===== src/sv/uule_ram.sv =====
// Generic simple dual-port RAM: one write port, one read port, registered read.
// Stands alone; used for the line store.
`default_nettype none

module uule_ram #(
  parameter int WIDTH = 8,
  parameter int DEPTH = 45
) (
  input  wire logic                     clk,
  input  wire logic                     wr_en,
  input  wire logic [$clog2(DEPTH)-1:0] wr_addr,
  input  wire logic [WIDTH-1:0]         wr_data,
  input  wire logic                     rd_en,
  input  wire logic [$clog2(DEPTH)-1:0] rd_addr,
  output logic      [WIDTH-1:0]         rd_data
);

  logic [WIDTH-1:0] mem [DEPTH];

  // Write port.
  always_ff @(posedge clk) begin
    if (wr_en) begin
      mem[wr_addr] <= wr_data;
    end
  end

  // Registered read port.
  always_ff @(posedge clk) begin
    if (rd_en) begin
      rd_data <= mem[rd_addr];
    end
  end

endmodule

`default_nettype wire


===== config.mk =====
export PLATFORM = sky130hd
export DESIGN_NAME = uule_ram
export DESIGN_NICKNAME = d
export VERILOG_FILES = /design/src/sv/uule_ram.sv
export SDC_FILE = /design/constraint.sdc
export NUM_CORES = 1
export LEC_CHECK = 0
export BUFFER_PORTS_ARGS = -buffer_cell sky130_fd_sc_hd__buf_4
export CAP_MARGIN = 0
export CORE_MARGIN = 2
export CORE_UTILIZATION = 35
export CTS_CLUSTER_DIAMETER = 80
export DETAILED_ROUTE_END_ITERATION = 8
export PLACE_DENSITY = 0.58
export SLEW_MARGIN = 10
export SYNTH_ARGS = -nofsm -noshare
export SYNTH_HDL_FRONTEND = slang
export SYNTH_SLANG_ARGS = --single-unit

===== constraint.sdc =====
create_clock -name clk -period 2.3 [get_ports clk]
set_input_delay 0.345 -clock clk [delete_from_list [all_inputs] [get_ports clk]]
set_output_delay 0.345 -clock clk [all_outputs]
set_load 0.02 [all_outputs]

# == Yosys cells after proc, flatten, opt, wreduce, memory -nomap -nowiden ==
# Memories as Yosys holds them, arrays and structs flattened. A register that Yosys moved wholly into a read port is not among the register bits.
# Cells that the tools add are included.
# word_totals
regBits,0
ramBits,360
inputBits,23
out_inout_bits,8
word_cells,3
mem_count,1
# mem_list
name,depth,word_bits,rd,rd_ports_with_merged_regs,write_ports,line,rtl
mem,45,8,1,1,1,18,logic [WIDTH-1:0] mem [DEPTH];
# op_classes
muxes,2
# op_table
op,n
$mux 1,2

# == Depth between registers and ports, before layout ==
# Gate-level depths: netlist of run 1.
# logic_depth
word_depth,2
ltp_mapped,8
ltp_nobuf,5

# == Least setup slack after synthesis of run 1 ==
# Ideal clock, no wire load.
# synth_timing
path_type,input-to-reg
start,input port wr_en
end,memory mem[16][0] (enable)
setup_ps,383
arrival_ps,1727
t_required_ps,1917
slack_ps,190
stages,3
n_path_buf,0
cell_sequence,nor2b_1 -> or3b_2 -> nor3_1
# synth_via
elab_chain_len,2
# synth_lines
item,line,rtl
from (decl),10,"input wire logic wr_en,"
$mux 1,22,if (wr_en) begin
$mux 1 (implied by the code),23,mem[wr_addr] <= wr_data;
to (decl),18,
# No other way between the ends.

==> results of run 1 <==
through the flow:
step                      TNS [ps]  hold WS [ps]  worst slack [ps]
after floorplan                  0         443.9             189.7
after global placement      -29.83         667.9            -29.83
after detailed placement    -50.78         668.4            -50.78
after CTS                        0         101.4             402.6
after global routing             0         109.9             356.7
final                            0         128.3             399.9
logic make-up after synthesis:
group                  synth area share, %
AOI/OAI and AO/OA                    5.430
buffers and inverters                2.059
muxes                                14.03
DFF                                  75.77
and+or+nand+nor                      2.711
final timing paths:
path / end / slack, ps
max: rd_data[2] / 400
min: rd_data[3] / 130
max reg2reg: rd_data[2] / 400
min reg2reg: rd_data[3] / 750
cells in the final DEF (no fill, tap or decap), drive strengths merged, types with 2 or more instances in the layout:
cell and instances:
edfxtp 368, mux2i 128, buf 109, nor2 46, clkbuf 46, a22oi 32, mux4 32, nand2 17
a22o 16, a21oi 16, a221oi 16, clkinv 11, o22ai 8, o41ai 8, nand2b 5, bufinv 5
nor2b 5, nor3 4, nand3 4, inv 3, or3 2, clkinvlp 2
final cells by class:
| type | instances | area [sq um] |
|---|---|---|
| Clock buffer | 45 | 1041 |
| Tap cell | 532 | 665.6 |
| Timing Repair Buffer | 110 | 982.2 |
| Sequential cell | 368 | 11050 |
| Fill cell | 3586 | 23800 |
| Multi-Input combinational cell | 345 | 3242 |
| Clock inverter | 21 | 240.2 |
sequential cells by signal (all words and copies together) (netlist names):
register and count:
rd_data 8, mem 360
layer usage:
| metal | GRT usage, % | up-vias | wire length [um] |
|---|---|---|---|
| li1 | - | 3323 | - |
| met1 | 22.56 | 3828 | 15450 |
| met2 | 23.43 | 221 | 15140 |
| met3 | 3.366 | 43 | 2104 |
| met4 | 4.118 | 0 | 610 |
| met5 | 0 | - | 0 |
where the power goes:
part	total, mW	switching (mW)	leakage, nW	internal, mW
Clock	6.29	2.49	0.626	3.80
Sequential	7.47	0.0230	3.32	7.44
Combinational	0.806	0.487	1.96	0.319
worst reg2reg max path, cell delays in order, from the launching register on:
cell and delay [ps]:
edfxtp_1 370, mux4_1 560, mux4_2 540, nand2_1 110, o41ai_2 60
==> impl_metrics.env, run 1 <==
export IMPL_nets=888
export IMPL_path_delay_family="multiplexers"
export IMPL_rows=74
export IMPL_place_gp_congestion=0.7468
export IMPL_cp_max_fo=1
export IMPL_ys_flop_type="edfxtp_1"
export IMPL_groute_usage_overall_pct=15.45
export IMPL_clock_root_buffer="clkbuf_16"
export IMPL_netlist_area_sq_um=14590
export IMPL_hold_path_depth=1
export IMPL_vias=7415
export IMPL_wl_um=33310
export IMPL_die_h_um=208.1
export IMPL_cts_setup_buffers=0
export IMPL_placedCellCount=1355
export IMPL_crit_cells=4
export IMPL_hp_class="in2reg"
export IMPL_cpMaxStageDelayCell="mux4_1"
export IMPL_endpoint_kind="flip-flop"
export IMPL_clock_sinks=368
export IMPL_ys_ff_latch=368
export IMPL_netlist_top_cells_area="edfxtp_1 76%, mux2i_1 8.8%, mux4_2 3.1%"
export IMPL_drt_iter0_drc=717
export IMPL_finalHoldViolCount=0
export IMPL_crit_type="reg2reg"
export IMPL_required_ps=2570
export IMPL_grt_pass1_vias=7386
export IMPL_hpwl_um=21010
export IMPL_rr_startpoint="mem[40][2]"
export IMPL_timing_final_crit_share_pct=82.61
export IMPL_place_area_sq_um=15940
export IMPL_skew_ps=20.50
export IMPL_hold_start="rd_en"
export IMPL_synthToLayoutAreaGrowth_pct=18.07
export IMPL_gr_total_overflow=0
export IMPL_period_minus_slack_ps=1900
export IMPL_synth_top_area_share_pct=75.77
export IMPL_critPathBufInv=0
export IMPL_diodes=0
export IMPL_worst_pin_slew_ps=568.5
export IMPL_synth_most_common_cell="edfxtp_1"
export IMPL_wl_per_cell_um=23.44
export IMPL_die_area_sq_um=43320
export IMPL_ys_warn_count=0
export IMPL_cts_buffers=40
export IMPL_numPortBuffers=30
export IMPL_start_util_pct=35.56
export IMPL_grt_pass1_wl_um=49300
export IMPL_status="finished clean"
export IMPL_drtAntennaViolNets=0
export IMPL_timing_slew_headroom_pct=62.10
export IMPL_worstRegToRegCells=4
export IMPL_slew_viol_final=0
export IMPL_clockBufferDepth=3
export IMPL_utilization_pct=41.99
export IMPL_syn_avg_cell_area_sq_um=19.29
export IMPL_cts_tree="done"
export IMPL_fmaxAchievable_mhz=526.3
export IMPL_finalPower_mw=14.56
export IMPL_grt_max_degree=46
export IMPL_power_leakage_nw=5.906
export IMPL_yosys_area_top_type="edfxtp_1"
export IMPL_cts_max_level=2
export IMPL_stdcell_count=1421
export IMPL_worstPathCellList="mux4_1 -> mux4_2 -> nand2_1 -> o41ai_2"
export IMPL_async_flop_share_pct=0
export IMPL_cap_violations=0
export IMPL_io_pins=31
export IMPL_setup_viol=0
export IMPL_synth_nets=779
export IMPL_post_cts_resized=0
export IMPL_critPathMaxStageDelay_ps=560
export IMPL_postLayoutCellArea_sq_um=17220
export IMPL_drc=0
export IMPL_synth_seq_area_share_pct=75.77
export IMPL_synth_top_cells_by_count="368 x edfxtp_1, 128 x mux2i_1, 46 x nor2_1"
export IMPL_crit_start="mem[40][2]"
export IMPL_layout_drive_gt1_share_pct=22.72
export IMPL_cts_clk_slew_worst_paths_ps=60
export IMPL_synth_distinct_cells=31
export IMPL_hold_buffers=0
export IMPL_viasPerCell=5.218
export IMPL_antenna_found_initial=0
export IMPL_die_w_um=208.1
export IMPL_first_pass_iters=5
export IMPL_clk_latency_ps=540
export IMPL_synthCells=756
export IMPL_arrival_ps=2170
export IMPL_power_density_nw_per_um2=845.5
export IMPL_irDropWorstVdd_mv=0.3996
export IMPL_rsz0062_at_grt="no"
export IMPL_critical_path_startpoint_type="flip-flop"
export IMPL_synth_edff_count=368
export IMPL_core_area_sq_um=41020
Note: power is estimated with default switching activity, not from simulation.
==> inputs of run 2 (changes only) <==
PLACE_DENSITY = 0.59   (was 0.58)
clock period = 1.6 ns   (was 2.3 ns; I/O delays follow)
==> impl_metrics.env, run 2 (synthesis gave the netlist of run 1 again) <==
export IMPL_die_h_um=208.1
export IMPL_finalPower_mw=20.21
export IMPL_slew_viol_final=0
export IMPL_fin_ws_ps=-237.2
export IMPL_layout_common_cells="368 x edfxtp_1, 128 x mux2i_1, 125 x buf_4"
export IMPL_cts_max_level=2
export IMPL_clock_root_buffer="clkbuf_16"
export IMPL_setup_viol=8
export IMPL_period_minus_slack_ps=1837
export IMPL_die_area_sq_um=43320
export IMPL_groute_usage_overall_pct=15.31
export IMPL_grt_max_degree=46
export IMPL_power_density_nw_per_um2=1159
export IMPL_die_w_um=208.1
export IMPL_critPathMaxStageDelay_ps=550
export IMPL_status="complete, but fails checks"
export IMPL_critical_path_startpoint_type="flip-flop"
export IMPL_endpoint_kind="flip-flop"
export IMPL_rsz0062_at_grt="yes"
export IMPL_wl_per_cell_um=22.47
export IMPL_hold_buffers=0
export IMPL_reg_largest_list="mem x360, rd_data x8"
export IMPL_drtAntennaViolNets=0
export IMPL_irDropWorstVdd_mv=0.8970
export IMPL_clock_sinks=368
export IMPL_violations="setup timing"
export IMPL_wl_um=32830
export IMPL_timing_final_crit_share_pct=114.8
export IMPL_drt_iter0_drc=636
export IMPL_arrival_ps=2110
export IMPL_first_pass_iters=5
export IMPL_timing_slew_headroom_pct=60.96
export IMPL_largest_register="mem"
export IMPL_worst_pin_slew_ps=585.6
export IMPL_required_ps=1870
export IMPL_largest_reg_flops=360
export IMPL_cap_violations=0
export IMPL_clockBufferDepth=3
export IMPL_power_leakage_nw=5.996
export IMPL_whs_ps=28.68
export IMPL_grt_pass1_vias=7552
export IMPL_io_pins=31
export IMPL_finalHoldViolCount=0
export IMPL_postLayoutCellArea_sq_um=17440
export IMPL_viasPerCell=5.106
export IMPL_hpwl_um=21090
export IMPL_crit_type="reg2reg"
export IMPL_dp_slack_ps=-698.9
export IMPL_grt_pass1_wl_um=49350
export IMPL_worstPathCellList="mux4_2 -> mux4_2 -> nand2_1 -> o41ai_2"
export IMPL_place_area_sq_um=16260
export IMPL_placedCellCount=1389
export IMPL_cts_clk_slew_worst_paths_ps=60
export IMPL_skew_ps=19.37
export IMPL_drc=0
export IMPL_vias=7460
export IMPL_mostFrequentLayoutCell="edfxtp_1"
export IMPL_stdcell_count=1461
export IMPL_clk_latency_ps=530
export IMPL_n_fill_cell=3598
export IMPL_place_gp_congestion=0.8585
export IMPL_rows=74
export IMPL_cpMaxStageDelayCell="mux4_2"
export IMPL_core_area_sq_um=41020
export IMPL_cts_buffers=39
export IMPL_cp_common_cell="mux4_2"
export IMPL_fmaxAchievable_mhz=544.3
export IMPL_gr_total_overflow=0
export IMPL_synthToLayoutAreaGrowth_pct=19.56
export IMPL_start_util_pct=35.56
export IMPL_numPortBuffers=30
export IMPL_cp_max_fo=1
export IMPL_cts_tree="done"
export IMPL_layout_drive_gt1_share_pct=27.48
export IMPL_hp_class="in2reg"
export IMPL_antenna_found_initial=0
export IMPL_nets=921
run 2: area by class of cell:
cell class                      instances  area, sq um  share of cell area (%)
Clock inverter                         20        128.9                  0.7390
Multi-Input combinational cell        345         3257                   18.68
Clock buffer                           51         1021                   5.855
Timing Repair Buffer                  144         1313                   7.527
Antenna cell                            1        2.502                 0.01435
Sequential cell                       368        11050                   63.37
Tap cell                              532        665.6                   3.817
run 2: worst paths after layout:
check                  start         end  slack, ps  cells past startpoint
hold / removal         rd_en  rd_data[0]         30                      1
setup reg to reg  mem[34][4]  rd_data[4]       -240                      4
hold reg to reg   mem[44][6]  rd_data[6]        790                      3
setup / recovery  mem[34][4]  rd_data[4]       -240                      4
run 2: through the flow:
step	utilization [%]	setup TNS [ps]
global placement	39.64	-11950
global route	42.51	-2014
CTS	42.47	-1761
finish	42.51	-1687
floorplan	-	-1770
detailed placement	39.64	-13640
run 2: repair_timing:
item | 4_1_cts | 5_1_grt
endpoints found under the setup margin | 8 | 8
endpoints found under the hold margin | 0 | 0
resized for setup | 3 | 4
buffers inserted | 0 | 0
run 2: critical path, delay by kind of cell (launching register included):
family,cells,cell delay (ps)
AOI/OAI and AO/OA,1,70
DFF,1,360
muxes,2,1060
and+or+nand+nor,1,100
run 2: report_power, final:
group	switching [mW]	leakage [nW]	internal, mW
Sequential	0.0274	3.32	10.7
Combinational	0.733	2.11	0.524
Clock	3.55	0.564	4.67
run 2: per-layer routing:
metal | vias to the layer above | track usage, % | share of wire [%]
met1 | 3844 | 22.37 | 47
li1 | 3375 | - | -
met5 | - | 0 | 0
met3 | 47 | 2.581 | 5.1
met4 | 0 | 4.465 | 2.1
met2 | 194 | 23.58 | 45
