===== src/sv/uule_pkg.sv =====
// Shared constants, types and the six-bit character map of the line encoder.
// Depends on nothing; every other file of the block but uule_ram imports it.
`default_nettype none

package uule_pkg;

  // Bytes gathered into one text line.
  localparam int LINE_BYTES = 45;
  // Byte count width: holds LINE_BYTES itself.
  localparam int CNT_W      = $clog2(LINE_BYTES + 1);
  // Line store address width.
  localparam int ADDR_W     = $clog2(LINE_BYTES);
  // Width of a count with headroom for a group step.
  localparam int SUM_W      = CNT_W + 1;
  localparam int CHAR_W     = 7;
  localparam int BYTE_W     = 8;
  localparam int WORD_W     = 3 * BYTE_W;

  localparam logic [CHAR_W-1:0] NEWLINE     = 7'd10;
  localparam logic [CHAR_W-1:0] BACKQUOTE   = 7'd96;
  localparam logic [CHAR_W-1:0] CHAR_OFFSET = 7'd32;

  // Sequencer states.
  typedef enum logic [2:0] {
    ST_IDLE,
    ST_LEN,
    ST_READ,
    ST_LOAD,
    ST_CHAR,
    ST_NL
  } state_t;

  // Kind of character being sent.
  typedef enum logic [1:0] {
    KIND_LEN,
    KIND_DATA,
    KIND_NL
  } kind_t;

  // Controls from the sequencer to the group datapath.
  typedef struct packed {
    logic       load;
    logic [1:0] lane;
    logic       byte_ok;
    logic       shift;
    kind_t      kind;
    logic       last;
  } grp_ctrl_t;

  // One result item.
  typedef struct packed {
    logic [CHAR_W-1:0] text_char;
    logic              line_done;
    logic              stream_done;
  } out_item_t;

  // Zero is sent as backquote, any other value v as v + 32.
  function automatic logic [CHAR_W-1:0] sixbit_char(input logic [5:0] v);
    logic [CHAR_W-1:0] ch;
    if (v == 6'd0) begin
      ch = BACKQUOTE;
    end else begin
      ch = {1'b0, v} + CHAR_OFFSET;
    end
    return ch;
  endfunction

endpackage

`default_nettype wire


===== src/sv/uule_seq.sv =====
// Sequencer: gathers bytes into the line store and, when a line closes, steps
// through its groups and characters. Depends on uule_pkg.
`default_nettype none

module uule_seq
  import uule_pkg::*;
(
  input  wire logic              clk,
  input  wire logic              rst,
  input  wire logic              in_valid,
  input  wire logic              in_end,
  output logic                   in_ready,
  input  wire logic              slot_free,
  output logic                   wr_en,
  output logic [ADDR_W-1:0]      wr_addr,
  output logic                   rd_en,
  output logic [ADDR_W-1:0]      rd_addr,
  output logic                   emit,
  output grp_ctrl_t              ctrl,
  output logic [CNT_W-1:0]       line_cnt
);

  state_t           state, state_next;
  logic [CNT_W-1:0] held_count;
  logic [CNT_W-1:0] count_inc;
  logic [CNT_W-1:0] base;
  logic [1:0]       lane;
  logic [1:0]       chr;
  logic             last_flag;
  logic             rd_valid;
  logic             accept;
  logic             close;
  logic             in_range;
  logic             group_end;
  logic [SUM_W-1:0] lane_addr;

  // Item acceptance and line closing.
  assign accept    = in_valid && in_ready;
  assign count_inc = held_count + CNT_W'(1);
  assign close     = accept && ((count_inc == CNT_W'(LINE_BYTES)) || in_end);

  // Address of the byte being fetched and end-of-line tests.
  assign lane_addr = {1'b0, base} + SUM_W'(lane);
  assign in_range  = lane_addr < {1'b0, line_cnt};
  assign group_end = ({1'b0, base} + SUM_W'(3)) >= {1'b0, line_cnt};

  // Next state.
  always_comb begin
    state_next = state;
    case (state)
      ST_IDLE: if (close) state_next = ST_LEN;
      ST_LEN:  if (slot_free) state_next = ST_READ;
      ST_READ: state_next = ST_LOAD;
      ST_LOAD: state_next = (lane == 2'd2) ? ST_CHAR : ST_READ;
      ST_CHAR: begin
        if (slot_free && (chr == 2'd3)) begin
          state_next = group_end ? ST_NL : ST_READ;
        end
      end
      ST_NL:   if (slot_free) state_next = ST_IDLE;
      default: state_next = ST_IDLE;
    endcase
  end

  // Outputs of the sequencer.
  always_comb begin
    in_ready     = 1'b0;
    rd_en        = 1'b0;
    emit         = 1'b0;
    ctrl.load    = 1'b0;
    ctrl.lane    = lane;
    ctrl.byte_ok = rd_valid;
    ctrl.shift   = 1'b0;
    ctrl.kind    = KIND_DATA;
    ctrl.last    = last_flag;
    case (state)
      ST_IDLE: in_ready = 1'b1;
      ST_LEN: begin
        ctrl.kind = KIND_LEN;
        emit      = slot_free;
      end
      ST_READ: rd_en = in_range;
      ST_LOAD: ctrl.load = 1'b1;
      ST_CHAR: begin
        emit       = slot_free;
        ctrl.shift = slot_free;
      end
      ST_NL: begin
        ctrl.kind = KIND_NL;
        emit      = slot_free;
      end
      default: in_ready = 1'b0;
    endcase
  end

  assign wr_en   = accept;
  assign wr_addr = held_count[ADDR_W-1:0];
  assign rd_addr = lane_addr[ADDR_W-1:0];

  // Control registers.
  always_ff @(posedge clk) begin
    if (rst) begin
      state      <= ST_IDLE;
      held_count <= '0;
    end else begin
      state <= state_next;
      if (accept) begin
        held_count <= close ? '0 : count_inc;
      end
    end
  end

  // Line bookkeeping and loop counters.
  always_ff @(posedge clk) begin
    if (close) begin
      line_cnt  <= count_inc;
      last_flag <= in_end;
    end
    case (state)
      ST_LEN: begin
        base <= '0;
        lane <= '0;
        chr  <= '0;
      end
      ST_READ: rd_valid <= in_range;
      ST_LOAD: lane <= (lane == 2'd2) ? 2'd0 : lane + 2'd1;
      ST_CHAR: begin
        if (slot_free) begin
          chr <= chr + 2'd1;
          if (chr == 2'd3) begin
            base <= base + CNT_W'(3);
          end
        end
      end
      default: rd_valid <= rd_valid;
    endcase
  end

endmodule

`default_nettype wire


===== config.mk =====
export PLATFORM = sky130hd
export DESIGN_NAME = uule_seq
export DESIGN_NICKNAME = d
export VERILOG_FILES = /design/src/sv/uule_pkg.sv /design/src/sv/uule_seq.sv
export SDC_FILE = /design/constraint.sdc
export NUM_CORES = 1
export LEC_CHECK = 0
export BUFFER_PORTS_ARGS = -buffer_cell sky130_fd_sc_hd__buf_2
export CORE_MARGIN = 4
export CORE_UTILIZATION = 30
export DETAILED_ROUTE_END_ITERATION = 10
export GPL_ROUTABILITY_DRIVEN = 0
export PLACE_DENSITY = 0.46
export SYNTH_ARGS = -nofsm -noshare
export SYNTH_HDL_FRONTEND = slang
export SYNTH_SLANG_ARGS = --single-unit

===== constraint.sdc =====
create_clock -name clk -period 3.4 [get_ports clk]
set_input_delay 0.68 -clock clk [delete_from_list [all_inputs] [get_ports clk]]
set_output_delay 0.68 -clock clk [all_outputs]
set_load 0.02 [all_outputs]

After elaboration in Yosys (flattened, before gate mapping)

Index checks and enable logic that the tools add are counted.

Register bits: 27
Latch bits: 0
RAM bits: 0
ROM bits: 0
Output and inout port bits: 30
Memories kept: 0

Add/sub/neg operators: 6
Multipliers: 0
Divide/modulo/power cells: 0
$lt $le $gt $ge: 2
Eq/ne operators: 14
Shifts and indexed selects: 0
Muxes and demuxes: 21
Bitwise logic cells: 0
Reduce and logical (&&, ||, !) cells: 11

Operators with widths:

| kind                  | count |
|---|---|
| $mux W3               | 6 |
| $mux W6               | 3 |
| $pmux W3 S6           | 1 |
| $ne A2 B2 Y1 const B  | 6 |
| $pmux W2 S2           | 3 |
| $pmux W6 S2           | 1 |
| $add A6 B2 Y7         | 1 |
| $add A6 B2 Y7 const B | 1 |
| $ge A7 B6 Y1          | 1 |
| $lt A7 B6 Y1          | 1 |
| $add A6 B1 Y6 const B | 1 |
| $add A6 B2 Y6 const B | 1 |
| $eq A3 B2 Y1 const B  | 2 |
| $eq A3 B3 Y1 const B  | 2 |
| $eq A6 B6 Y1 const B  | 1 |
| $mux W1               | 5 |
| $add A2 B1 Y2 const B | 2 |
| $eq A2 B2 Y1 const B  | 2 |
| $mux W2               | 2 |
| $reduce_and A4 Y1     | 1 |
| $reduce_bool A2 Y1    | 2 |
| $eq A3 B1 Y1 const B  | 1 |
| $logic_and A1 B1 Y1   | 3 |
| $logic_not A3 Y1      | 1 |
| 4 further kinds       | 4 |

Depth between registers and ports, before layout

Word-level depth: 6
Depth in mapped cells: 11

Worst setup path after synthesis

Ideal clock, no wire load.

Kind: flip-flop to output port
Start: reg lane[0]
End: out rd_en
Arrival: 2983 ps
Setup slack: -263 ps
Cell stages (with the launch flop): 10
Path buffers: 0
Path through: edfxtp_1 -> ha_1 -> inv_1 -> fa_1 -> xnor2_1 -> ha_1 -> nor2b_1 -> o21ai_1 -> a21oi_1 -> nor4b_1

Longest elaborated chain between the ends: 3

Ends and longest elaborated chain:

| item                     | line            | source |
|---|---|---|
| start: declaration       | uule_seq.sv:27  | `logic [1:0] lane;` |
| start signal: assignment | uule_seq.sv:126 | `ST_LOAD: lane <= (lane == 2'd2) ? 2'd0 : lane + 2'd1;` |
| $add A6 B2 Y7            | uule_seq.sv:43  | `assign lane_addr = {1'b0, base} + SUM_W'(lane);` |
| named net rd_addr[2]     | uule_seq.sv:17  | `output logic [ADDR_W-1:0] rd_addr,` |
| $lt A7 B6 Y1             | uule_seq.sv:44  | `assign in_range = lane_addr < {1'b0, line_cnt};` |
| $mux W1                  | uule_seq.sv:76  | `case (state)` |
| end: declaration         | uule_seq.sv:16  | `output logic rd_en,` |

The timed path passes the listed nets, and every way through them passes these cells.

Worst setup path in the final report

Start: reg lane[0]
End: out rd_en

Longest elaborated chain between the ends: 3

Ends and longest elaborated chain:

| item          | line |
|---|---|
| $add A6 B2 Y7 | uule_seq.sv:43 |
| $lt A7 B6 Y1  | uule_seq.sv:44 |
| $mux W1       | uule_seq.sv:76 |

Every way passes these cells.

==> run metrics <==
worst skew pair latency=approximately 0.27 ns; GRT Residual Overflow=0; hold_buf cts=0; Leak=0.918 nW; Least-Margin Pin Slew=0.624 ns; DR WL met2=1890 um; most frequent cells in the layout=buf_2 (34), edfxtp_1 (18), nor2_1 (17), ha_1 (17), nand2_1 (16); most common cell after layout, fill and taps aside=buf_2; HP Start=wr_addr[0]; share of layout cells above drive strength 1=24.9%; Routed WL=4200 um; DP Area=2080 sq um; Worst Path Max Fanout=4; sequential share of the synthesized area=39.3%; Final Hold Violating Endpoints=0; crit path cell chain=ha_2, inv_1, fa_2, inv_1, ha_1, a21oi_2, nor2b_1, o21ai_1, a21oi_1, nor4b_2, buf_2; CTS tree=done; syn nets=220; Worst Setup EP=rd_en; PortBufs=34; GRT Util Overall=11.8%; multiplexer share of the synthesized area=0%; DP HPWL=3310 um; antenna violations before repair=0; num rows=28; Final Slew Violations=0; Final #Nets=254; first-pass GRT wire length=6970 um; drt drc=0; FF-to-FF Start=base[0]; compound-cell area share of the yosys netlist=around an eighth; vias in the first global route=between 1000 and 1500; register share of total power=51.2%; Post-Synth XOR/XNOR Area=around 6.2%; n_diodes=0; Mapped Area=1830 sq um; pwr dens=347 nW/um^2; R2R depth=12; Multi-input gate area=just over 1000 sq um; largest net degree at the start of global routing=15; total internal power=around 0.52 mW; vias per cell=4.78; status=finished clean; ANT nets after route=0; core area=5920 sq um; Die Area=7430 sq um; maxcap violations=0; CTS max path bufs=2; DR vias=roughly 1500; Post-Synth Simple-Gate Area=22.3%; Met3 Wirelength=149 um; Worst EP required=2.72 ns; worst setup path start=lane[0]; H-tree levels=1; Post-Syn Instances=196; Crit-path slowest cell=fa_2; area grow syn2layout=17.6%; Critical path buffers and inverters=3; Setup crit start kind=flop; Clock power frac=24.5%; Sw Share=30.8%; Critical Path Sink Type=output port; P_sw=0.230 mW; Stages on worst setup path=11; FF+latch area=721 sq um; Die H=86.2 um; setup violators final=0; Synth Register Bits=27; RR Endpoint=state[2]; CTS clock-pin slew for the worst setup and hold paths=approximately 0.090 ns; Synth Area in Adders=between 10% and 20%; CTS sink count=27; number of fill cells=605; most frequent cell on the critical path=inv_1; Final period util=slightly below 100%; DR iter-0 viols=76; Met1 Wirelength=2120 um; die width=86.2 um; crit path time final=3.27 ns; largest family of logic cells by synthesized area=simple AND/OR/NAND/NOR gates; DR pass1 iterations=4; top routing layer in use=met4; CTS Root Cell=clkbuf_8; Top delay family on crit path=adder cells; WS Path Type=flop to output port; Peak Freq=0.306 GHz; HP Class=flop to flop; Routed WL per cell=13.8 um; worst slew margin relative to its limit=58.4%; setup tns final=0 ns; critical path's largest stage delay=0.51 ns; post-synthesis cell type count=42; Worst Skew=0.00465 ns; CTS buffer count=3; syn_area_per_cell=slightly above 9 sq um; Gate power share=24.3%; Starting Density=a little under a third; Max VDD drop=0.147 mV; Ys Warns=0; Critical Path AT=2.59 ns; R2R setup slack=0.91 ns; # IOs=35; fin area=approximately 2200 sq um
-- worst reg2reg max path, cell delays in order (launching register included) --
cell and delay (ns):
edfxtp_1 0.37, buf_4 0.15, inv_1 0.04, ha_1 0.24, nor2_1 0.15, xor2_1 0.23, ha_1 0.29, nand3_1 0.07
o211ai_1 0.09, a41oi_1 0.39, nor2_1 0.07, a311oi_1 0.23, nor2_1 0.06
-- timing repair --
item,4_1_cts,5_1_grt
endpoints found under the setup margin,1,1
buffers inserted,1,2
pin swaps,0,1
gates resized for setup,0,4
-- state kept, by name, indices dropped and copies added, names as in the netlist --
name and flops:
line_cnt 6, state 3, last_flag 1, chr 2
base 6, wr_addr 6, rd_valid 1, lane 2
-- routing by layer --
layer / vias up / global-route usage, %
li1: 756 / -
met4: 0 / 3.40
met5: - / 0
met3: 2 / 2.09
met1: 672 / 16.7
met2: 22 / 18.4
-- synth_stat cells, drive strengths merged --
cell type	n	share of area, %
xnor2	7	3.3
a21o	1	0.41
nand3	6	2.2
nor2b	7	2.4
o211ai	1	0.41
ha	18	12
a21oi	15	4.1
nor2	18	3.7
and2	2	0.68
nand2	17	3.6
nor4b	1	0.48
a221o	1	0.55
xor2	6	2.9
nand2b	3	1.0
nand4b	4	1.9
edfxtp	18	29
a311oi	2	0.96
a41oi	1	0.48
dfxtp	9	9.8
fa	1	1.1
o2111ai	1	0.48
nor4	2	0.68
nand3b	3	1.2
nand4	1	0.34
o41ai	1	0.89
nor3b	2	0.82
a31oi	2	1.5
buf	6	1.8
o22ai	1	0.68
clkbuf	2	0.41
nor3	6	1.9
o21ai	9	2.5
and3	4	1.4
inv	18	3.7
-- cell families after synthesis --
kind of cell / after synthesis
AND/OR/NAND/NOR: 76
AO/OA/AOI/OAI: 35
flip-flops: 27
buffers and inverters: 26
adder cells (fa/ha/maj): 19
XOR/XNOR: 13
-- per-stage QoR --
step | util [%] | total power, mW | cells | worst slack [ns] | hold WS (ns)
2_1_floorplan | - | 0.516 | 196 | 0.0790 | 0.538
3_3_place_gp | 35.1 | 0.569 | 297 | 0.381 | 0.488
3_5_place_dp | 35.1 | 0.568 | 297 | 0.307 | 0.494
4_1_cts | 36.0 | 0.755 | 302 | 0.0736 | 0.510
5_1_grt | 36.4 | 0.800 | 304 | -0.0309 | 0.542
6_report | 36.4 | 0.748 | 304 | 0.128 | 0.510
-- worst min-delay path by stage --
stage | depth (start not counted) | endpoint | slack [ns]
after floorplan | 1 | chr[0] | 0.54
after global placement | 2 | wr_addr[0] | 0.49
after detailed placement | 2 | wr_addr[0] | 0.49
after CTS | 2 | wr_addr[0] | 0.51
after global routing | 2 | wr_addr[1] | 0.54
final | 2 | wr_addr[0] | 0.51
-- cell type report --
cell class	count	share of cell area, %
Timing Repair Buffer	37	8.93
Tap cell	75	4.35
Clock buffer	4	2.09
Multi-Input combinational cell	143	48.1
Inverter	18	3.13
Sequential cell	27	33.4
-- power by group through the flow --
stage | Sequential [mW] | Combinational [mW] | Clock, mW
CTS | 0.383 | 0.179 | 0.193
finish | 0.383 | 0.181 | 0.183
global route | 0.386 | 0.206 | 0.208
global placement | 0.391 | 0.178 | 0
floorplan | 0.390 | 0.125 | 0
detailed placement | 0.391 | 0.177 | 0
(Power assumes the default switching activity.)
