## src/sv/uule_pkg.sv

```systemverilog
// Shared constants, types and the six-bit character map of the line encoder.
// Depends on nothing; every other file of the block but uule_ram imports it.
`default_nettype none

package uule_pkg;

  // Bytes gathered into one text line.
  localparam int LINE_BYTES = 45;
  // Byte count width: holds LINE_BYTES itself.
  localparam int CNT_W      = $clog2(LINE_BYTES + 1);
  // Line store address width.
  localparam int ADDR_W     = $clog2(LINE_BYTES);
  // Width of a count with headroom for a group step.
  localparam int SUM_W      = CNT_W + 1;
  localparam int CHAR_W     = 7;
  localparam int BYTE_W     = 8;
  localparam int WORD_W     = 3 * BYTE_W;

  localparam logic [CHAR_W-1:0] NEWLINE     = 7'd10;
  localparam logic [CHAR_W-1:0] BACKQUOTE   = 7'd96;
  localparam logic [CHAR_W-1:0] CHAR_OFFSET = 7'd32;

  // Sequencer states.
  typedef enum logic [2:0] {
    ST_IDLE,
    ST_LEN,
    ST_READ,
    ST_LOAD,
    ST_CHAR,
    ST_NL
  } state_t;

  // Kind of character being sent.
  typedef enum logic [1:0] {
    KIND_LEN,
    KIND_DATA,
    KIND_NL
  } kind_t;

  // Controls from the sequencer to the group datapath.
  typedef struct packed {
    logic       load;
    logic [1:0] lane;
    logic       byte_ok;
    logic       shift;
    kind_t      kind;
    logic       last;
  } grp_ctrl_t;

  // One result item.
  typedef struct packed {
    logic [CHAR_W-1:0] text_char;
    logic              line_done;
    logic              stream_done;
  } out_item_t;

  // Zero is sent as backquote, any other value v as v + 32.
  function automatic logic [CHAR_W-1:0] sixbit_char(input logic [5:0] v);
    logic [CHAR_W-1:0] ch;
    if (v == 6'd0) begin
      ch = BACKQUOTE;
    end else begin
      ch = {1'b0, v} + CHAR_OFFSET;
    end
    return ch;
  endfunction

endpackage

`default_nettype wire

```

## src/sv/uule_group.sv

```systemverilog
// Group datapath: the shared 24-bit word that is loaded byte by byte and
// shifted out six bits at a time, with the character map. Depends on uule_pkg.
`default_nettype none

module uule_group
  import uule_pkg::*;
(
  input  wire logic              clk,
  input  wire grp_ctrl_t         ctrl,
  input  wire logic [BYTE_W-1:0] rd_data,
  input  wire logic [CNT_W-1:0]  line_cnt,
  output out_item_t              item
);

  logic [WORD_W-1:0] word;

  // Bytes beyond the end of the line load as zero; a char step shifts six bits.
  always_ff @(posedge clk) begin
    if (ctrl.load) begin
      word[5'({ctrl.lane, 3'b000}) +: BYTE_W] <= ctrl.byte_ok ? rd_data : '0;
    end else if (ctrl.shift) begin
      word <= word >> 6;
    end
  end

  // Character selection for the item about to be sent.
  always_comb begin
    item = '{text_char: '0, line_done: 1'b0, stream_done: 1'b0};
    case (ctrl.kind)
      KIND_LEN:  item.text_char = sixbit_char(6'(line_cnt));
      KIND_DATA: item.text_char = sixbit_char(word[5:0]);
      KIND_NL: begin
        item.text_char   = NEWLINE;
        item.line_done   = 1'b1;
        item.stream_done = ctrl.last;
      end
      default:   item.text_char = NEWLINE;
    endcase
  end

endmodule

`default_nettype wire

```

## config.mk

```make
export PLATFORM = sky130hd
export DESIGN_NAME = uule_group
export DESIGN_NICKNAME = d
export VERILOG_FILES = /design/src/sv/uule_pkg.sv /design/src/sv/uule_group.sv
export SDC_FILE = /design/constraint.sdc
export NUM_CORES = 1
export LEC_CHECK = 0
export BUFFER_PORTS_ARGS = -buffer_cell sky130_fd_sc_hd__buf_4
export CORE_MARGIN = 2
export CORE_UTILIZATION = 52
export DETAILED_ROUTE_END_ITERATION = 6
export PLACE_DENSITY = 0.81
export SLEW_MARGIN = 20
export SYNTH_ARGS = -nofsm -noshare
export SYNTH_HDL_FRONTEND = slang
export SYNTH_SLANG_ARGS = --single-unit
```

## constraint.sdc

```tcl
create_clock -name clk -period 1.6 [get_ports clk]
set_input_delay 0.08 -clock clk [delete_from_list [all_inputs] [get_ports clk]]
set_output_delay 0.08 -clock clk [all_outputs]
set_load 0.005 [all_outputs]
```

Word-level counts from Yosys, hierarchy flattened
Index checks and enable logic that the tools add are counted.
{"block": "word_totals", "regBits": 24}
{"block": "op_classes", "shift": 2, "n_mux": 8, "eq_ne": 2, "add_sub_neg": 3, "n_reduce_logical": 4}
{"operator": "two-way mux 24 bit", "n": 2}
{"operator": "bitwise mux 24 bit", "n": 1}
{"operator": "variable shift 8 x 7 -> 24 bit (first input constant)", "n": 1}
{"operator": "variable part select 8 x 7 -> 24 bit", "n": 1}
{"operator": "adder 6 x 6 -> 7 bit (second input constant)", "n": 2}
{"operator": "two-way mux 7 bit", "n": 2}
{"operator": "case mux 7 bit (2 select lines)", "n": 1}
{"operator": "zero test 6 bit", "n": 2}
{"operator": "two-way mux 8 bit", "n": 1}
{"operator": "negator 5 -> 7 bit", "n": 1}
{"operator": "equality test 2 x 1 -> 1 bit (second input constant)", "n": 1}
{"operator": "equality test 2 bit (second input constant)", "n": 1}
{"operator": "zero test 2 bit", "n": 1}
{"operator": "two-way mux 2 bit", "n": 1}
{"operator": "nonzero test 2 bit", "n": 1}

Longest topological paths before layout
Gate-level depths: netlist of run 1.
{"block": "logic_depth", "ltp_word": 4, "mapped_depth": 6, "ltp_nobuf": 5}

Least setup slack after synthesis of run 1
OpenSTA, ideal clock, no wires.
{"block": "synth_timing", "path_kind": "input -> register", "start": "input port ctrl[5] (netlist bit)", "end": "register word[10], data pin", "cell_stages": 6, "arrival_time_ns": 1.239, "slack_ns": 0.214, "required_time_ns": 1.453, "path_buffers": 1, "setup_ns": 0.147, "path_cell_list": "inv_1 -> ha_1 -> inv_1 -> or4_1 -> buf_2 -> o2bb2ai_1"}
{"block": "synth_between", "elab_chain_len": 4}
{"element": "start, declared", "line_no": "uule_group.sv:9", "rtl": "input wire grp_ctrl_t ctrl,"}
{"element": "negator 5 -> 7 bit *", "line_no": "uule_group.sv:20", "rtl": "word[5'({ctrl.lane, 3'b000}) +: BYTE_W] <= ctrl.byte_ok ? rd_data : '0;"}
{"element": "variable part select 8 x 7 -> 24 bit or variable shift 8 x 7 -> 24 bit (tied branches)", "line_no": "uule_group.sv:20"}
{"element": "bitwise mux 24 bit *", "line_no": "uule_group.sv:20"}
{"element": "two-way mux 24 bit *", "line_no": "uule_group.sv:19", "rtl": "if (ctrl.load) begin"}
{"element": "end signal, assigned by index", "line_no": "uule_group.sv:20"}
{"element": "end signal, assigned", "line_no": "uule_group.sv:22", "rtl": "word <= word >> 6;"}
{"element": "end, declared", "line_no": "uule_group.sv:15", "rtl": "logic [WORD_W-1:0] word;"}
Mark *: on every way between the ends. The rest lies on a longest branch, timed or not.
A chain may end at the register's enable or synchronous reset.

==> results of run 1 <==
[layer usage]
metal / global-route usage, % / wire (um) / vias up / share of wire, %
met2: 35.91 / 1307 / 55 / 52
met3: 1.639 / 178 / 5 / 7.1
li1: - / - / 471 / -
met5: 0 / 0 / - / 0
met1: 21.93 / 988 / 468 / 39
met4: 7.500 / 38 / 0 / 1.5
[cell families (layout without fill, tap and decap cells)]
family	after synthesis	count (layout)
AND/OR/NAND/NOR	35	35
flip-flops	24	24
AO/OA/AOI/OAI	27	27
multiplexers	4	4
adder cells (fa/ha/maj)	4	4
buffers and inverters	12	42
[area by class of cell]
type	count	area [um^2]	area share (%)
clock inverter	1	30.03	1.826
sequential	24	720.7	43.84
clock buffer	3	22.52	1.370
inverter	4	15.01	0.9132
timing repair buffer	34	255.2	15.53
tap	30	37.54	2.283
multi-input combinational	70	563.0	34.25
[through the flow]
stage / utilization [%] / setup TNS [ns] / setup WS, ns / area [um^2] / hold WS (ns)
CTS: 66.97 / 0 / 0.1347 / 1644 / 0.08253
global placement: 64.83 / 0 / 0.05469 / 1592 / 0.4090
floorplan: - / 0 / 0.2141 / 1341 / 0.2703
global route: 66.97 / 0 / 0.05890 / 1644 / 0.08462
finish: 66.97 / 0 / 0.1188 / 1644 / 0.08075
detailed placement: 64.83 / -0.1649 / -0.03882 / 1592 / 0.4109
[power breakdown]
group          internal (W)  switching, W
Combinational      0.000107      0.000103
Sequential         0.000743     0.0000193
Clock              0.000253      0.000181
[Yosys cell counts (2+ instances only)]
master     count
nand3_1        2
edfxtp_1      24
buf_2          4
mux2i_1        4
clkbuf_1       3
nor2_1         5
o2bb2ai_1      9
nor2b_1        3
nand2_1       15
o2bb2ai_2      8
ha_1           4
a32o_1         7
inv_1          4
nor4_1         2
[worst paths after layout]
kind	startpoint	to	cells past startpoint	slack [ns]
worst min-delay path	rd_data[1]	word[17]$_DFFE_PP_	2	0.08
worst min register to register	word[8]$_DFFE_PP_	word[2]$_DFFE_PP_	1	0.55
worst max-delay path	word[0]$_DFFE_PP_	item[8]	4	0.12
worst max register to register	word[19]$_SDFFCE_PN0P_	word[19]$_SDFFCE_PN0P_	1	0.69
==> impl_results.md, run 1 <==
- Commonest cells after routing, fill and taps aside: 34 x buf_4, 24 x edfxtp_1, 15 x nand2_1
- Vias/cell: between 6 and 7
- Worst hold path type: input pin to register
- CP delay by family, top: flip-flops
- Routed wire length: 2.512 mm
- # diodes: 0
- Max Root-Sink Buffers: 2
- Design Power: between 0.001 and 0.0015 W
- # H-tree levels: 1
- Initial antenna violation count: 0
- Largest family of logic cells by synthesized area: compound AO/OA/AOI/OAI gates
- Ys flop type: edfxtp_1
- Cell taking the most area after synthesis: edfxtp_1
- Post-synthesis adder-cell area fraction: 3.731%
- Number of I/O pins: 32
- Most common cell after layout, fill and taps aside: buf_4
- Mapped Cells: ~110
- Status: completed
- Synth top area cells: edfxtp_1 54%, o2bb2ai_2 9.0%, o2bb2ai_1 5.9%
- GRT Overall Usage: between 10% and 20%
- WP data arrival: about 1.4 ns
- CTS tree: built
- Register area share after synthesis: between 50% and 60%
- Worst vdd ir: ~0.65 mV
- Largest net degree at the start of global routing: 18
- F_max: 675.1 MHz
- Die width: around 55 um
- Hold-fix buffers, CTS: 0
- DP Wirelength: around 1.9 mm
- Critical path's largest stage delay: ~0.42 ns
- # port buffers: 31
- Root buf cell: clkbuf_4
- Worst Skew: between 0.001 and 0.0015 ns
- CP Max Fanout: 2
- Starting DRT DRC Count: 30
- Synth Area in XOR/XNOR: 0%
- Die Ht: between 50 and 60 um
- RSZ-0062 raised after global routing: no
- Filler Cells Inserted: approximately 180
- Complex-gate fraction of the synthesized area: around 22%
- Largest register FFs: 24
- Routability cong.: between 0.7 and 0.8
- Rows: 18
- Synth Area in Simple Gates: a little over an eighth
- PwrDens: between 800 and 900 nW/um^2
- Share of layout cells above drive strength 1: 36.76%
- Post-route DRC: 0
- Async S/R FF share, synth: 0%
- Netlist Area Pre-Place: between 1000 and 1500 um^2
- Slew headroom: between 70% and 80%
- Worst path bufs/invs: 1
- Hold Fails Final Rpt: 0
- Crit start category: register
- Final Slew Violations: 0
- Setup violations, final: 0
- Area growth, synth to finish: 22.57%
- Core Footprint: 2455 um^2
- Gr ovfl total: 0
- Fin nets: 164
- First-pass GRT wire length: around 4.0 mm
- Min Tclk post-route: 1.481 ns
- Post-CTS Setup Inserts: 0
- Static Leak: between 0.6 and 0.7 nW
- Syn nets: roughly 130
- Number of flops mapped to enable cells by yosys: 24
- Vias: approximately 1,000
- Crit path required time: around 1.5 ns
- DIE AREA: approximately 3000 um^2
- Clock slew at reported path FFs: about 0.13 ns
- Clock latency on the worst-skew pair: between 0.3 and 0.4 ns
- Drt first pass iters: 4
- Vias in the first global route: 887
- Placed Cells: between 150 and 200
- Final period utilization: between 90% and 100%
- Post-Syn Area per Cell: about 13 um^2
- Unique masters post-synth: 26
- Setup Crit Path Kind: register to primary output
- CTS resizes: 0
- Worst-Margin Slew: between 0.3 and 0.4 ns
- CTS buffer count: 3
- WL/cell: 15.13 um
- Critical path cell sequence: nor4_1 > nand3_1 > o211ai_1 > buf_4
- CP endpoint kind: primary output
- Top Registers: word x24
- Biggest register: word
- Clock sinks: 24
- Top-area cell type share of the netlist area: 53.73%
- Post-route insts no fill: between 150 and 200
- Yosys reg bits: 24
- Synth warn: 0
- Antenna-violating nets left: 0
- Critical path's slowest cell: edfxtp_1
- Multiplexer area fraction after synthesis: 2.985%
- Starting Density: between 50% and 60%
- Maxcap violations: 0
Note: power is estimated with default switching activity, not from simulation.
==> run 2, diff against run 1 <==
--- a/config.mk
+++ b/config.mk
@@ -5,7 +5,7 @@
 export SDC_FILE = /design/constraint.sdc
 export NUM_CORES = 1
 export LEC_CHECK = 0
-export BUFFER_PORTS_ARGS = -buffer_cell sky130_fd_sc_hd__buf_4
+export BUFFER_PORTS_ARGS = -buffer_cell sky130_fd_sc_hd__buf_2
 export CORE_MARGIN = 2
 export CORE_UTILIZATION = 52
 export DETAILED_ROUTE_END_ITERATION = 6
==> impl_results.md, run 2 (same netlist as run 1, synthesis figures left out) <==
- Top Registers: word x24 (unchanged)
- Gr ovfl total: 0 (unchanged)
- Final period utilization: 89.77% (was 92.57%)
- Starting DRT DRC Count: 14 (was 30)
- R2R cell count: 1 (unchanged)
- CP Max Fanout: 2 (unchanged)
- Slew headroom: 73.75% (was 74.51%)
- WP data arrival: 1.36 ns (was 1.40 ns)
- Fin nets: 164 (unchanged)
- Status: completed (unchanged)
- Core Footprint: 2455 um^2 (unchanged)
- PwrDens: 877.8 nW/um^2 (was 856.1 nW/um^2)
- Setup violations, final: 0 (unchanged)
- Util after Layout: 63.81% (was 66.97%)
- Share of layout cells above drive strength 1: 36.76% (unchanged)
- F_max: 696.2 MHz (was 675.1 MHz)
- Max Root-Sink Buffers: 2 (unchanged)
- Clock latency on the worst-skew pair: 0.31 ns (was 0.32 ns)
- Worst hold path type: input pin to register (unchanged)
- Min Tclk post-route: 1.436 ns (was 1.481 ns)
- CP endpoint kind: primary output (unchanged)
- Routed wire length: 2.403 mm (was 2.512 mm)
- Largest net degree at the start of global routing: 19 (was 18)
- Vias/cell: 5.789 (was 6.018)
- # diodes: 0 (unchanged)
- RSZ-0062 raised after global routing: no (unchanged)
- Crit start category: register (unchanged)
- Clock sinks: 24 (unchanged)
- Worst vdd ir: 1.016 mV (was 0.6549 mV)
- GRT Overall Usage: 18.10% (was 19.08%)
- CTS buffer count: 3 (unchanged)
- Worst Skew: 0.003552 ns (was 0.001368 ns)
- R2r setup slk: 0.73 ns (was 0.69 ns)
- CTS tree: built (unchanged)
- End of the worst register-to-register path: word[18]$_SDFFCE_PN0P_ (was word[19]$_SDFFCE_PN0P_)
- DP Wirelength: 1.929 mm (was 1.941 mm)
- # port buffers: 31 (unchanged)
- Vias: 961 (was 999)
- Post-route DRC: 0 (unchanged)
- First-pass GRT wire length: 3.781 mm (was 3.967 mm)
- Placed Cells: 162 (unchanged)
- Crit path to: item[8] (unchanged)
- Vias in the first global route: 900 (was 887)
- Die width: 54.79 um (unchanged)
- CTS resizes: 0 (unchanged)
- Largest register FFs: 24 (unchanged)
- Static Leak: 0.6218 nW (was 0.6458 nW)
- Biggest register: word (unchanged)
- Worst-Margin Slew: 0.3923 ns (was 0.3809 ns)
- Initial antenna violation count: 0 (unchanged)
- Most common cell after layout, fill and taps aside: buf_2 (was buf_4)
- Setup Crit Path Kind: register to primary output (unchanged)
- Hold Fails Final Rpt: 0 (unchanged)
- Hold-fix buffers, CTS: 0 (unchanged)
- Commonest cells after routing, fill and taps aside: 31 x buf_2, 24 x edfxtp_1, 15 x nand2_1 (was 34 x buf_4, 24 x edfxtp_1, 15 x nand2_1)
- Root buf cell: clkbuf_4 (unchanged)
- Die Ht: 54.79 um (unchanged)
- Post-route insts no fill: 166 (unchanged)
- Starting Density: 54.64% (unchanged)
- Crit path required time: 1.52 ns (about the same)
- DIE AREA: 3001 um^2 (unchanged)
- Area growth, synth to finish: 16.79% (was 22.57%)
- Rows: 18 (unchanged)
- Maxcap violations: 0 (unchanged)
- WL/cell: 14.48 um (was 15.13 um)
- CP startpoint: word[0]$_DFFE_PP_ (unchanged)
- Clock slew at reported path FFs: 0.13 ns (about the same)
- Post-Route Setup TNS: 0 ns (unchanged)
- Antenna-violating nets left: 0 (unchanged)
- Drt first pass iters: 4 (unchanged)
- Routability cong.: 0.7803 (was 0.7232)
- Worst R2R Start: word[18]$_SDFFCE_PN0P_ (was word[19]$_SDFFCE_PN0P_)
- HP Start: rd_data[1] (unchanged)
- Number of I/O pins: 32 (unchanged)
- Post-CTS Setup Inserts: 0 (unchanged)
- # H-tree levels: 1 (unchanged)
- Final Slew Violations: 0 (unchanged)
- Filler Cells Inserted: 207 (was 182)
## run 2: worst min path at each step
| stage | endpoint | slack (ns) | depth (start not counted) |
|---|---|---|---|
| 6_report | word[17]$_DFFE_PP_ | 0.1 | 2 |
| 5_1_grt | word[17]$_DFFE_PP_ | 0.09 | 2 |
| 4_1_cts | word[17]$_DFFE_PP_ | 0.09 | 2 |
| 3_5_place_dp | word[17]$_DFFE_PP_ | 0.42 | 2 |
| 3_3_place_gp | word[17]$_DFFE_PP_ | 0.41 | 2 |
| 2_1_floorplan | item[0] | 0.27 | 1 |
## run 2: per-layer routing
layer	GRT usage, %	up-vias	wire length (um)	part of all wire [%]
li1	-	471	-	-
met1	19.82	455	992	41
met2	35.52	33	1264	53
met3	2.459	2	136	5.7
met4	5.000	0	10	0.42
met5	0	-	0	0
## run 2: where the power goes
| part | internal, W | total, W | switching (W) |
|---|---|---|---|
| registers | 0.000743 | 0.000760 | 0.0000178 |
| clock network | 0.000253 | 0.000430 | 0.000177 |
| logic | 0.0000845 | 0.000185 | 0.000100 |
| total | 0.00108 | 0.00138 | 0.000295 |
## run 2: area by class of cell
cell class | instances | area (um^2) | share of cell area [%]
tap | 30 | 37.54 | 2.396
inverter | 4 | 15.01 | 0.9585
timing repair buffer | 34 | 177.7 | 11.34
clock buffer | 3 | 22.52 | 1.438
sequential | 24 | 720.7 | 46.01
clock inverter | 1 | 30.03 | 1.917
multi-input combinational | 70 | 563.0 | 35.94
## run 2: critical path, stage by stage (launching register included)
cell      delay, ns
edfxtp_1       0.41
nor4_1         0.31
nand3_1        0.11
o211ai_1       0.09
buf_2          0.13
## run 2: per-stage QoR
stage                     hold WS, ns  instance area (um^2)   power, W  setup slack [ns]
final                         0.09611                  1567   0.001375            0.1636
after CTS                     0.08524                  1567   0.001387            0.1295
after detailed placement       0.4169                  1514  0.0009620          -0.04630
after floorplan                0.2703                  1341  0.0008877            0.2141
after global routing          0.09112                  1567   0.001435           0.05886
after global placement         0.4137                  1514  0.0009509           0.03871
